`config.mk`:
```
export PLATFORM = sky130hd
export DESIGN_NAME = scored_segment_evictor_core
export DESIGN_NICKNAME = d
export VERILOG_FILES = /design/src/sv/sse_pkg.sv /design/src/sv/sse_ram.sv /design/src/sv/scored_segment_evictor_core.sv
export SDC_FILE = /design/constraint.sdc
export NUM_CORES = 2
export LEC_CHECK = 0
export ABC_AREA = 0
export ABC_CLOCK_PERIOD_IN_PS = 6300
export BUFFER_PORTS_ARGS = -buffer_cell sky130_fd_sc_hd__clkbuf_2
export CAP_MARGIN = 0
export CELL_PAD_IN_SITES_DETAIL_PLACEMENT = 0
export CELL_PAD_IN_SITES_GLOBAL_PLACEMENT = 1
export CORE_MARGIN = 2
export CORE_UTILIZATION = 30
export CTS_CLUSTER_DIAMETER = 30
export DETAILED_ROUTE_END_ITERATION = 12
export PLACE_DENSITY_LB_ADDON = 0.3
export SYNTH_ARGS = -nofsm -noshare
export SYNTH_HDL_FRONTEND = slang
export SYNTH_SLANG_ARGS = --single-unit
```
`constraint.sdc`:
```
create_clock -name clk -period 6.3 [get_ports clk]
set_input_delay 0.315 -clock clk [delete_from_list [all_inputs] [get_ports clk]]
set_output_delay 0.315 -clock clk [all_outputs]
set_load 0.02 [all_outputs]
```
`src/sv/sse_pkg.sv`:
```
// ---------------------------------------------------------------------------
// sse_pkg
// Shared types and constants of the scored segment evictor.
// ---------------------------------------------------------------------------
package sse_pkg;

	localparam int SEGMENTS_DEF = 32;
	localparam int MAX_RESULTS  = 32;

	localparam logic [31:0] MAX_TOKENS_RST = 32'd4096;
	localparam logic [15:0] THRESH_RST     = 16'd58982;

	localparam logic signed [15:0] SCORE_ONE  = 16'sd16384;
	localparam logic signed [15:0] SCORE_HALF = 16'sd8192;

	// Operation codes carried in the mode field.
	localparam logic [1:0] MODE_ADD   = 2'd0;
	localparam logic [1:0] MODE_BOOST = 2'd1;
	localparam logic [1:0] MODE_PRUNE = 2'd2;
	localparam logic [1:0] MODE_CLEAR = 2'd3;

	// Status codes of a result.
	localparam logic [1:0] ST_OK       = 2'd0;
	localparam logic [1:0] ST_FULL     = 2'd1;
	localparam logic [1:0] ST_NOTFOUND = 2'd2;

	// Configuration register indexes.
	localparam logic REG_MAX_TOKENS = 1'b0;
	localparam logic REG_THRESHOLD  = 1'b1;

	// One table entry as stored in memory.
	typedef struct packed {
		logic [31:0]        key;
		logic [23:0]        tokens;
		logic signed [15:0] score;
		logic               pinned;
	} entry_t;

	localparam int ENTRY_W = $bits(entry_t);

endpackage

```
`src/sv/sse_ram.sv`:
```
// ---------------------------------------------------------------------------
// sse_ram
// Generic single-port-write, single-port-read RAM with registered read.
// ---------------------------------------------------------------------------
module sse_ram #(
	parameter int WIDTH = 8,
	parameter int DEPTH = 32
) (
	input  logic                     clk,
	input  logic                     we,
	input  logic [$clog2(DEPTH)-1:0] waddr,
	input  logic [WIDTH-1:0]         wdata,
	input  logic [$clog2(DEPTH)-1:0] raddr,
	output logic [WIDTH-1:0]         rdata
);

	logic [WIDTH-1:0] mem [DEPTH];

	// Write port and registered read port.
	always_ff @(posedge clk) begin
		if (we) begin
			mem[waddr] <= wdata;
		end
		rdata <= mem[raddr];
	end

endmodule

```
`src/sv/scored_segment_evictor_core.sv`:
```
// ---------------------------------------------------------------------------
// scored_segment_evictor_core
// Ordered segment table with add, boost, prune and clear operations.
// ---------------------------------------------------------------------------
// Usage: requests enter on s_axis (mode, key, tokens, pinned, delta, limit).
// Each request gives one or more results on m_axis; tlast marks the final
// result of a request. The table lives in one RAM with registered read.
// Add and clear raise their result from the output state S_OUT. Boost
// scans the table, one entry a cycle. Prune compares the token sum with
// its target through the registered product of the two configuration
// registers; each removal scans all n entries for the minimum and closes
// the gap by copying each later entry down one place through the states
// S_CRD and S_CWR. The result of a removal is held back until the next
// check or scan shows whether another removal follows.
// One request is worked on at a time; s_axis_tready is low while busy.
// A result waits in the output register while m_axis_tready is low and the
// sequencer stalls at the end of the next removal until it is taken. Reset
// empties the table at once (entry count and token sum cleared, no memory
// sweep) and restores the configuration registers to 4096 and 58982.
// ---------------------------------------------------------------------------
module scored_segment_evictor_core #(
	parameter int SEGMENTS = sse_pkg::SEGMENTS_DEF
) (
	input  logic        clk,
	input  logic        arst_n,
	input  logic        cfg_we,
	input  logic        cfg_index,
	input  logic [31:0] cfg_wdata,
	input  logic        s_axis_tvalid,
	output logic        s_axis_tready,
	// mode[1:0], segment_key[33:2], seg_tokens[57:34], pinned[58],
	// score_delta[74:59], max_evict[80:75], zero fill to 88 bits
	input  logic [87:0] s_axis_tdata,
	output logic        m_axis_tvalid,
	input  logic        m_axis_tready,
	// status[1:0], evicted_valid[2], evicted_key[34:3], evicted_total[40:35],
	// table_tokens[69:41], needs_eviction[70], zero fill to 72 bits
	output logic [71:0] m_axis_tdata,
	output logic        m_axis_tlast
);

	localparam int AW = $clog2(SEGMENTS);
	localparam int CW = $clog2(SEGMENTS + 1);

	typedef enum logic [7:0] {
		S_IDLE  = 8'b00000001,
		S_BSCAN = 8'b00000010,
		S_PCHK  = 8'b00000100,
		S_MSCAN = 8'b00001000,
		S_CRD   = 8'b00010000,
		S_CWR   = 8'b00100000,
		S_BWR   = 8'b01000000,
		S_OUT   = 8'b10000000
	} state_t;

	state_t state_q;

	logic [31:0] max_tokens_q;
	logic [15:0] thresh_q;
	logic [CW-1:0] count_q;
	logic [28:0] sum_q;

	// Request fields held for the whole operation.
	logic [31:0]        key_q;
	logic signed [15:0] delta_q;
	logic [5:0]         limit_q;

	// Scan, compaction and result state.
	logic [CW-1:0] idx_q;
	logic [CW-1:0] ridx_q;
	logic          found_q;
	logic [AW-1:0] best_q;
	logic signed [15:0] bscore_q;
	sse_pkg::entry_t best_e_q;
	logic [5:0] n_q;
	logic [47:0] rhs_q;

	// RAM ports.
	logic                 ram_we;
	logic [AW-1:0]        ram_waddr;
	sse_pkg::entry_t      ram_wdata;
	logic [AW-1:0]        ram_raddr;
	sse_pkg::entry_t      ram_rdata;

	sse_ram #(.WIDTH(sse_pkg::ENTRY_W), .DEPTH(SEGMENTS)) u_ram (
		.clk  (clk),
		.we   (ram_we),
		.waddr(ram_waddr),
		.wdata(ram_wdata),
		.raddr(ram_raddr),
		.rdata(ram_rdata)
	);

	logic s_acc, m_busy;
	assign s_acc = s_axis_tvalid && s_axis_tready;
	assign m_busy = m_axis_tvalid && !m_axis_tready;
	assign s_axis_tready = (state_q == S_IDLE) && !m_axis_tvalid;

	// Threshold product of the two configuration registers, registered.
	always_ff @(posedge clk or negedge arst_n) begin
		if (!arst_n) begin
			rhs_q <= 48'd0;
		end else begin
			rhs_q <= {16'd0, max_tokens_q} * {32'd0, thresh_q};
		end
	end

	logic need_now;
	logic [28:0] sum_next;
	assign need_now = ({3'd0, sum_q, 16'd0} >= rhs_q);

	// The sum lies above floor(p/81920) exactly when sum*81920 exceeds p,
	// and 81920 is five times 2^14.
	logic [31:0] sum_x5;
	logic        tgt_over;
	assign sum_x5   = {1'b0, sum_q, 2'b00} + {3'd0, sum_q};
	assign tgt_over = ({2'd0, sum_x5, 14'd0} > rhs_q);

	// Boost saturation.
	logic signed [16:0] bsum;
	logic signed [15:0] bsat;
	always_comb begin
		bsum = {ram_rdata.score[15], ram_rdata.score} + {delta_q[15], delta_q};
		if (bsum > 17'sd16384) begin
			bsat = sse_pkg::SCORE_ONE;
		end else if (bsum < -17'sd32768) begin
			bsat = -16'sd32768;
		end else begin
			bsat = bsum[15:0];
		end
	end

	logic rd_ok;
	assign rd_ok = (ridx_q < count_q);

	// Read address follows the scan pointer; a scan starts from entry zero.
	assign ram_raddr = ((state_q == S_IDLE) || (state_q == S_PCHK)) ? '0
		: idx_q[AW-1:0];

	// Write port steering.
	always_comb begin
		ram_we    = 1'b0;
		ram_waddr = idx_q[AW-1:0];
		ram_wdata = ram_rdata;
		case (state_q)
			S_IDLE: begin
				ram_we    = s_acc && (s_axis_tdata[1:0] == sse_pkg::MODE_ADD)
					&& (count_q < CW'(SEGMENTS));
				ram_waddr = count_q[AW-1:0];
				ram_wdata.key    = s_axis_tdata[33:2];
				ram_wdata.tokens = s_axis_tdata[57:34];
				ram_wdata.pinned = s_axis_tdata[58];
				ram_wdata.score  = s_axis_tdata[58] ? sse_pkg::SCORE_ONE
					: sse_pkg::SCORE_HALF;
			end
			S_BSCAN: begin
				ram_we          = rd_ok && (ram_rdata.key == key_q);
				ram_waddr       = ridx_q[AW-1:0];
				ram_wdata.score = bsat;
			end
			S_CWR: begin
				ram_we    = 1'b1;
				ram_waddr = AW'(ridx_q - CW'(1));
			end
			default: begin
				ram_we = 1'b0;
			end
		endcase
	end

	assign sum_next = sum_q;

	// Main sequencer.
	always_ff @(posedge clk or negedge arst_n) begin
		if (!arst_n) begin
			state_q       <= S_IDLE;
			max_tokens_q  <= sse_pkg::MAX_TOKENS_RST;
			thresh_q      <= sse_pkg::THRESH_RST;
			count_q       <= '0;
			sum_q         <= '0;
			m_axis_tvalid <= 1'b0;
			idx_q         <= '0;
			ridx_q        <= '0;
			found_q       <= 1'b0;
			n_q           <= '0;
		end else begin
			if (cfg_we) begin
				if (cfg_index == sse_pkg::REG_MAX_TOKENS) begin
					max_tokens_q <= cfg_wdata;
				end else begin
					thresh_q <= cfg_wdata[15:0];
				end
			end
			if (m_axis_tvalid && m_axis_tready) begin
				m_axis_tvalid <= 1'b0;
			end
			case (state_q)
				S_IDLE: begin
					if (s_acc) begin
						key_q   <= s_axis_tdata[33:2];
						delta_q <= s_axis_tdata[74:59];
						limit_q <= (s_axis_tdata[80:75] > 6'd32) ? 6'd32
							: s_axis_tdata[80:75];
						idx_q   <= '0;
						ridx_q  <= '0;
						n_q     <= '0;
						m_axis_tdata[40:2] <= '0;
						m_axis_tdata[1:0]  <= sse_pkg::ST_OK;
						m_axis_tlast       <= 1'b1;
						case (s_axis_tdata[1:0])
							sse_pkg::MODE_ADD: begin
								if (count_q < CW'(SEGMENTS)) begin
									count_q <= count_q + CW'(1);
									sum_q   <= sum_q + {5'd0, s_axis_tdata[57:34]};
								end else begin
									m_axis_tdata[1:0] <= sse_pkg::ST_FULL;
								end
								state_q <= S_OUT;
							end
							sse_pkg::MODE_BOOST: begin
								idx_q   <= CW'(1);
								state_q <= S_BSCAN;
							end
							sse_pkg::MODE_PRUNE: begin
								state_q <= S_PCHK;
							end
							default: begin
								count_q <= '0;
								sum_q   <= '0;
								state_q <= S_OUT;
							end
						endcase
					end
				end
				S_BSCAN: begin
					// rdata holds entry ridx_q; a match is written back here.
					if (!rd_ok) begin
						m_axis_tdata[1:0] <= sse_pkg::ST_NOTFOUND;
						state_q <= S_OUT;
					end else if (ram_rdata.key == key_q) begin
						state_q <= S_BWR;
					end else begin
						ridx_q <= ridx_q + CW'(1);
						idx_q  <= idx_q + CW'(1);
					end
				end
				S_BWR: begin
					state_q <= S_OUT;
				end
				S_PCHK: begin
					// Another removal, or the end of the prune.
					if (tgt_over && (n_q < limit_q)) begin
						idx_q   <= CW'(1);
						ridx_q  <= '0;
						found_q <= 1'b0;
						state_q <= S_MSCAN;
					end else if (n_q == 6'd0) begin
						state_q <= S_OUT;
					end else begin
						m_axis_tvalid <= 1'b1;
						m_axis_tlast  <= 1'b1;
						state_q       <= S_IDLE;
					end
				end
				S_MSCAN: begin
					if (rd_ok) begin
						if (!ram_rdata.pinned && (!found_q || ram_rdata.score < bscore_q))
						begin
							found_q  <= 1'b1;
							best_q   <= ridx_q[AW-1:0];
							bscore_q <= ram_rdata.score;
							best_e_q <= ram_rdata;
						end
						ridx_q <= ridx_q + CW'(1);
						idx_q  <= idx_q + CW'(1);
					end else if (!found_q) begin
						if (n_q == 6'd0) begin
							state_q <= S_OUT;
						end else begin
							m_axis_tvalid <= 1'b1;
							m_axis_tlast  <= 1'b1;
							state_q       <= S_IDLE;
						end
					end else begin
						// A further removal follows, so the held result is not the last.
						if (n_q != 6'd0) begin
							m_axis_tvalid <= 1'b1;
							m_axis_tlast  <= 1'b0;
						end
						sum_q  <= sum_q - {5'd0, best_e_q.tokens};
						idx_q  <= {1'b0, best_q} + CW'(1);
						ridx_q <= {1'b0, best_q} + CW'(1);
						state_q <= S_CRD;
					end
				end
				S_CRD: begin
					// Wait for read of ridx_q, then copy down.
					if (ridx_q < count_q) begin
						state_q <= S_CWR;
					end else if (!m_busy) begin
						count_q <= count_q - CW'(1);
						n_q     <= n_q + 6'd1;
						m_axis_tdata[1:0]  <= sse_pkg::ST_OK;
						m_axis_tdata[2]    <= 1'b1;
						m_axis_tdata[34:3] <= best_e_q.key;
						m_axis_tdata[40:35] <= n_q + 6'd1;
						m_axis_tdata[69:41] <= sum_q;
						m_axis_tdata[70]    <= need_now;
						m_axis_tdata[71]    <= 1'b0;
						state_q <= S_PCHK;
					end
				end
				S_CWR: begin
					ridx_q  <= ridx_q + CW'(1);
					idx_q   <= idx_q + CW'(1);
					state_q <= S_CRD;
				end
				S_OUT: begin
					m_axis_tvalid       <= 1'b1;
					m_axis_tdata[69:41] <= sum_next;
					m_axis_tdata[70]    <= need_now;
					m_axis_tdata[71]    <= 1'b0;
					state_q <= S_IDLE;
				end
				default: begin
					state_q <= S_IDLE;
				end
			endcase
		end
	end

endmodule

```
### After elaboration in Yosys (flattened, before gate mapping)

Memories as Yosys holds them, arrays and structs flattened. A register that Yosys moved wholly into a read port is not among the register bits.
Cells that the tools add are included.

* add/sub/neg operators: 11
* multiply operators: 1
* div/mod/pow operators: 0
* $lt $le $gt $ge: 9
* eq/ne operators: 29
* shifts and indexed selects: 0
* muxes and demuxes: 78
* bitwise gates (word level): 1
* reductions and logical operators: 40

Operators by type and width (count)
* 72-bit 2-to-1 mux: 2
* 29-bit 2-to-1 mux: 4
* 29-bit case mux with 2 select lines: 2
* 6-bit 2-to-1 mux: 17
* 39-bit case mux with 2 select lines: 1
* 8-bit 2-to-1 mux: 9
* 31-bit case mux with 2 select lines: 1
* 6-bit case mux with 5 select lines: 2
* 56-bit 2-to-1 mux: 1
* 8-bit case mux with 7 select lines: 1
* 45-bit by 48-bit >= comparator with 1-bit output: 1
* 46-bit by 48-bit > comparator with 1-bit output: 1
* 32-bit by 16-bit multiplier with 48-bit output: 1
* 41-bit 2-to-1 mux: 1
* 6-bit case mux with 2 select lines: 3
* 31-bit by 29-bit adder with 32-bit output: 1
* 32-bit == test: 1
* 16-bit 2-to-1 mux: 2
* 16-bit case mux with 2 select lines: 1
* 6-bit AND reduction: 5
* 29-bit by 24-bit adder with 29-bit output: 1
* 29-bit by 24-bit subtractor with 29-bit output: 1
* 6-bit by 1-bit adder with 6-bit output, second input constant: 4
* 2-bit != test, second input constant: 12
* 47 further kinds: 94

* bits in registers: 363
* latch bits: 0
* bits in writable memories: 2336
* ROM bits: 0
* output and inout port bits: 75
* logic and storage cells: 192
* memories: 1

Memory list
* u_ram.mem: depth 32, width 73, read ports 1, clocked after Yosys merged registers in 1, wr ports 1, RTL line sse_ram.sv:17 `logic [WIDTH-1:0] mem [DEPTH];`

### Depth between registers and ports, before layout

* word-level depth: 8
* gate-level depth with buffers: 25

### Cells and area by module

Synthesis repeated with hierarchy kept, for this count alone.

* cells, all modules: 7423
* area total of the unflattened synthesis: 127210.8 um^2

By module, submodules not included
* sse_ram: times used 1, cells each 3537, area an instance 90100.2 um^2, seq. area each 71608.7 um^2
* scored_segment_evictor_core: times used 1, cells each 3886, area an instance 37110.6 um^2, seq. area each 10063.4 um^2

### Worst setup path before layout

OpenSTA, ideal clock, no wires.

* path type: reg2reg
* start point: register thresh_q[1]
* end point: register rhs_q[47]
* arrival time: 6.459 ns
* required time: 6.220 ns
* setup slack: -0.239 ns
* stages on the path, launching flop included: 24
* period minus slack after synthesis: 6.539 ns
* path through: dfstp_2 clkbuf_1 nand2_1 fa_1 fa_1 fa_1 inv_1 fa_1 fa_1 inv_1 fa_1 inv_1 ha_1 clkbuf_1 a21oi_1 o21ai_0 o41a_1 a311o_1 o22ai_2 o31ai_1 a311oi_1 a21oi_1 nor2_1 xnor2_1

* longest elaborated chain between the ends: 1

RTL lines
* start, declared: RTL line scored_segment_evictor_core.sv:59 `logic [15:0] thresh_q;`
* start signal, assigned: RTL line scored_segment_evictor_core.sv:178 `thresh_q <= sse_pkg::THRESH_RST;`
* start signal, assigned: RTL line scored_segment_evictor_core.sv:191 `thresh_q <= cfg_wdata[15:0];`
* 32-bit by 16-bit multiplier with 48-bit output: RTL line scored_segment_evictor_core.sv:104 `rhs_q <= {16'd0, max_tokens_q} * {32'd0, thresh_q};`
* end signal, assigned: RTL line scored_segment_evictor_core.sv:104
* end, declared: RTL line scored_segment_evictor_core.sv:76 `logic [47:0] rhs_q;`

Every way passes these cells.
A chain may end at the register's enable or synchronous reset.

### Worst setup path after layout

* start point: register max_tokens_q[8]
* end point: register rhs_q[46]

* longest elaborated chain between the ends: 1

RTL lines
* start, declared: RTL line scored_segment_evictor_core.sv:58 `logic [31:0] max_tokens_q;`
* start signal, assigned: RTL line scored_segment_evictor_core.sv:177 `max_tokens_q <= sse_pkg::MAX_TOKENS_RST;`
* start signal, assigned: RTL line scored_segment_evictor_core.sv:189 `max_tokens_q <= cfg_wdata;`
* 32-bit by 16-bit multiplier with 48-bit output: RTL line scored_segment_evictor_core.sv:104

Every way passes these cells.

==> metrics <==
setup slack after layout -0.418 ns; Initial Utilization 0.301; FF-to-FF End rhs_q[46]; Yosys cell types 88; GP Congestion 0.829; fill count 40,000; RSZ-0062 raised after global routing true; Final Hold Fails 0; simple-gate share of the synthesized area 0.0905; die footprint 438,000 um2; gr usage total 0.190; maxcap violations 0; CTS Buf Count 631; final WL 425,000 um; post-route ant nets 0; EDFF count, synth 2,539; CTS tree done; critical path startpoint category flop; Initial DRC Count 8,160; hold_sp s_axis_tdata[31]; worst slew pin tran 1.36 ns; part of the cycle the worst path needs 1.07; Yosys reg bits 2,770; first-pass detailed-route iteration total 6; sequential element share of the synthesized area 0.629; cell taking the most area after synthesis edfxtp_1; CTS H-Tree Depth 6; global-route wire length before repair 611,000 um; Avg Inst Size Synth 13.8 um2; antenna violations before repair 26; worst reg2reg path startpoint max_tokens_q[8]; chip width 662 um; hold endpoint key_q[29]; detailed-placement wirelength estimate 255,000 um; top cell type's share of synthesized area 0.587; async set-reset flop share out of synthesis 0.0570; Setup-failing EPs final 13; Remaining Overflow, GRT 0; Tightest Hold Check Type primary input to flop; Syn Inst Count 9,383; final std cells w/o fill 16,700; post-synthesis to final-layout area growth 28.4%; Vias/cell 5.06; CP Capture Type flop; Synth Area in XOR/XNOR 0.0106; layout cell share with drive strength beyond 1 0.221; R2R cell count 24; Placement Cell Area 142,000 um2; clk_skew 0.152 ns; top-count cell post-synth edfxtp_1; FP Rows 241; fin. max-slew vios 0; outcome finished with violations; clock root buffer clkbuf_16; Worst EP required 7.13 ns; worst-path fanout max 6; Placed Cells incl. Taps 15,300; Max-slew headroom 0.0908; Synth warnings 0; core area 431,000 um2; compound-gate portion of the synthesized area 0.0757; top cells by count, synth edfxtp_1 (2,539), nand2_1 (1,230), nor2_1 (750), inv_1 (563), fa_1 (422); clock latency on the worst-skew pair 1.09 ns; largest family of logic cells by synthesized area adder cells; WL/cell 25.5 um; Post-Syn Nets 10,200; Max Root-Sink Buffers 4; Die Ht 662 um; Hold Crit Depth 2; cell area after synthesis 130,000 um2; design area 167,000 um2; Final min period 6.72 ns; r2r setup slk -0.42 ns; Synth Flop Type edfxtp_1; Worst EP arrival 7.54 ns; largest net degree at the start of global routing 160; fmax 0.149 GHz; DRC Markers 0; synth top area cells edfxtp_1 (59%), fa_1 (6.5%), mux4_2 (6.1%); Reg clk slew, reported paths 0.05 ns; vias 84,400; number of port buffers 192; mux contribution to synthesized area 0.0661; crit path kind flop to flop; Synth Area in Adders 0.0947; Ports 201; failing checks negative setup slack; Layout Nets 11,300; vias in the first global route 86,500; CTS Sinks 2,770
## layer usage
layer	wire, um	GRT usage	part of all wire
met4	11000	0.0544	0.026
met3	28800	0.0322	0.068
met2	206000	0.321	0.49
met5	20	0	0.000047
met1	178000	0.252	0.42
## placed cells by master, fill, tap and decap left out, types with 56 or more instances in the layout
| cell | count |
|---|---|
| a211oi_1 | 198 |
| a21o_1 | 77 |
| a21oi_1 | 279 |
| a31oi_1 | 117 |
| and2_1 | 305 |
| buf_12 | 157 |
| buf_4 | 388 |
| bufinv_16 | 71 |
| clkbuf_1 | 78 |
| clkbuf_16 | 635 |
| clkbuf_2 | 191 |
| clkinv_1 | 75 |
| clkinv_2 | 94 |
| clkinvlp_4 | 56 |
| dfrtp_1 | 138 |
| dfxtp_1 | 73 |
| dlygate4sd3_1 | 148 |
| edfxtp_1 | 2539 |
| fa_1 | 402 |
| ha_1 | 294 |
| inv_1 | 545 |
| mux4_2 | 352 |
| nand2_1 | 1217 |
| nand3_1 | 85 |
| nor2_1 | 710 |
| nor3_1 | 120 |
| o211ai_1 | 179 |
| o21ai_0 | 362 |
| xnor2_1 | 111 |
## cell families after synthesis
| logic type | Yosys count |
|---|---|
| xor+xnor | 157 |
| other cells | 1 |
| fa+ha+maj | 730 |
| compound gates | 1530 |
| mux | 411 |
| simple gates | 2698 |
| buf+inv | 1086 |
| flops | 2770 |
## flip-flops by register name (all words and copies together) (netlist names)
register	cells
u_ram.mem	2336
u_ram.rdata	73
m_axis_tdata	71
best_e_q	56
rhs_q	48
key_q	32
max_tokens_q	32
sum_next	29
bscore_q	16
delta_q	16
thresh_q	16
state_q	8
count_q	6
limit_q	6
n_q	6
ridx_q	6
best_q	5
idx_q	5
found_q	1
m_axis_tlast	1
m_axis_tvalid	1
## metrics by stage
step	setup WS (ns)	utilization	hold WS [ns]	TNS, ns
CTS	-0.539	0.386	0.000148	-4.15
floorplan	0.0115	-	0.0194	0
finish	-0.418	0.387	0.0705	-2.90
detailed placement	-0.671	0.330	0.257	-6.90
global route	-0.675	0.387	0.0414	-6.72
global placement	-0.735	0.330	0.254	-7.47
## critical path, cell delays in order (launching register included)
cell       delay (ns)
dfrtp_2          0.43
buf_4            0.18
and2_1           0.18
fa_1             0.56
inv_1            0.05
fa_1             0.47
fa_1             0.53
inv_1            0.06
fa_1             0.49
fa_1             0.50
inv_1            0.05
fa_1             0.49
inv_1            0.07
ha_4             0.23
o21ai_2          0.18
o21ai_2          0.10
a32oi_4          0.32
nor3_4           0.07
o2111ai_2        0.16
buf_4            0.16
o2111ai_4        0.14
a31o_4           0.27
a311o_1          0.38
buf_4            0.16
a211o_1          0.24
## how the worst max path moves through the flow
| stage | from | to | slack (ns) | depth (start not counted) |
|---|---|---|---|---|
| 2_1_floorplan | thresh_q[1] | rhs_q[46] | 0.01 | 22 |
| 3_3_place_gp | thresh_q[2] | rhs_q[46] | -0.73 | 24 |
| 3_5_place_dp | thresh_q[2] | rhs_q[46] | -0.67 | 24 |
| 4_1_cts | thresh_q[4] | rhs_q[46] | -0.54 | 26 |
| 5_1_grt | thresh_q[4] | rhs_q[46] | -0.67 | 26 |
| 6_report | max_tokens_q[8] | rhs_q[46] | -0.42 | 24 |
## cell type report
cell class / count / area, um2 / area share
diodes: 6 / 15.0 / 0.0000900
clock buffers: 745 / 16600 / 0.0997
clock inverters: 417 / 5260 / 0.0315
inverters: 564 / 2120 / 0.0127
multi-input cells: 5527 / 44900 / 0.269
flip-flops and latches: 2770 / 81700 / 0.490
well taps: 5710 / 7140 / 0.0428
repair buffers: 925 / 9010 / 0.0540
## timing repair
| action | 4_1_cts | 5_1_grt |
|---|---|---|
| endpoints found under the hold margin | 182 | 0 |
| gates cloned | 2 | 0 |
| setup endpoints to repair | 22 | 31 |
| pin swaps | 93 | 73 |
| resized for setup | 147 | 75 |
| setup buffers | 43 | 11 |
| hold buffers | 149 | 0 |
Power is left out: the tool's default activity adds up to more than one toggle a clock period on the data nets, which glitch-free logic cannot reach.
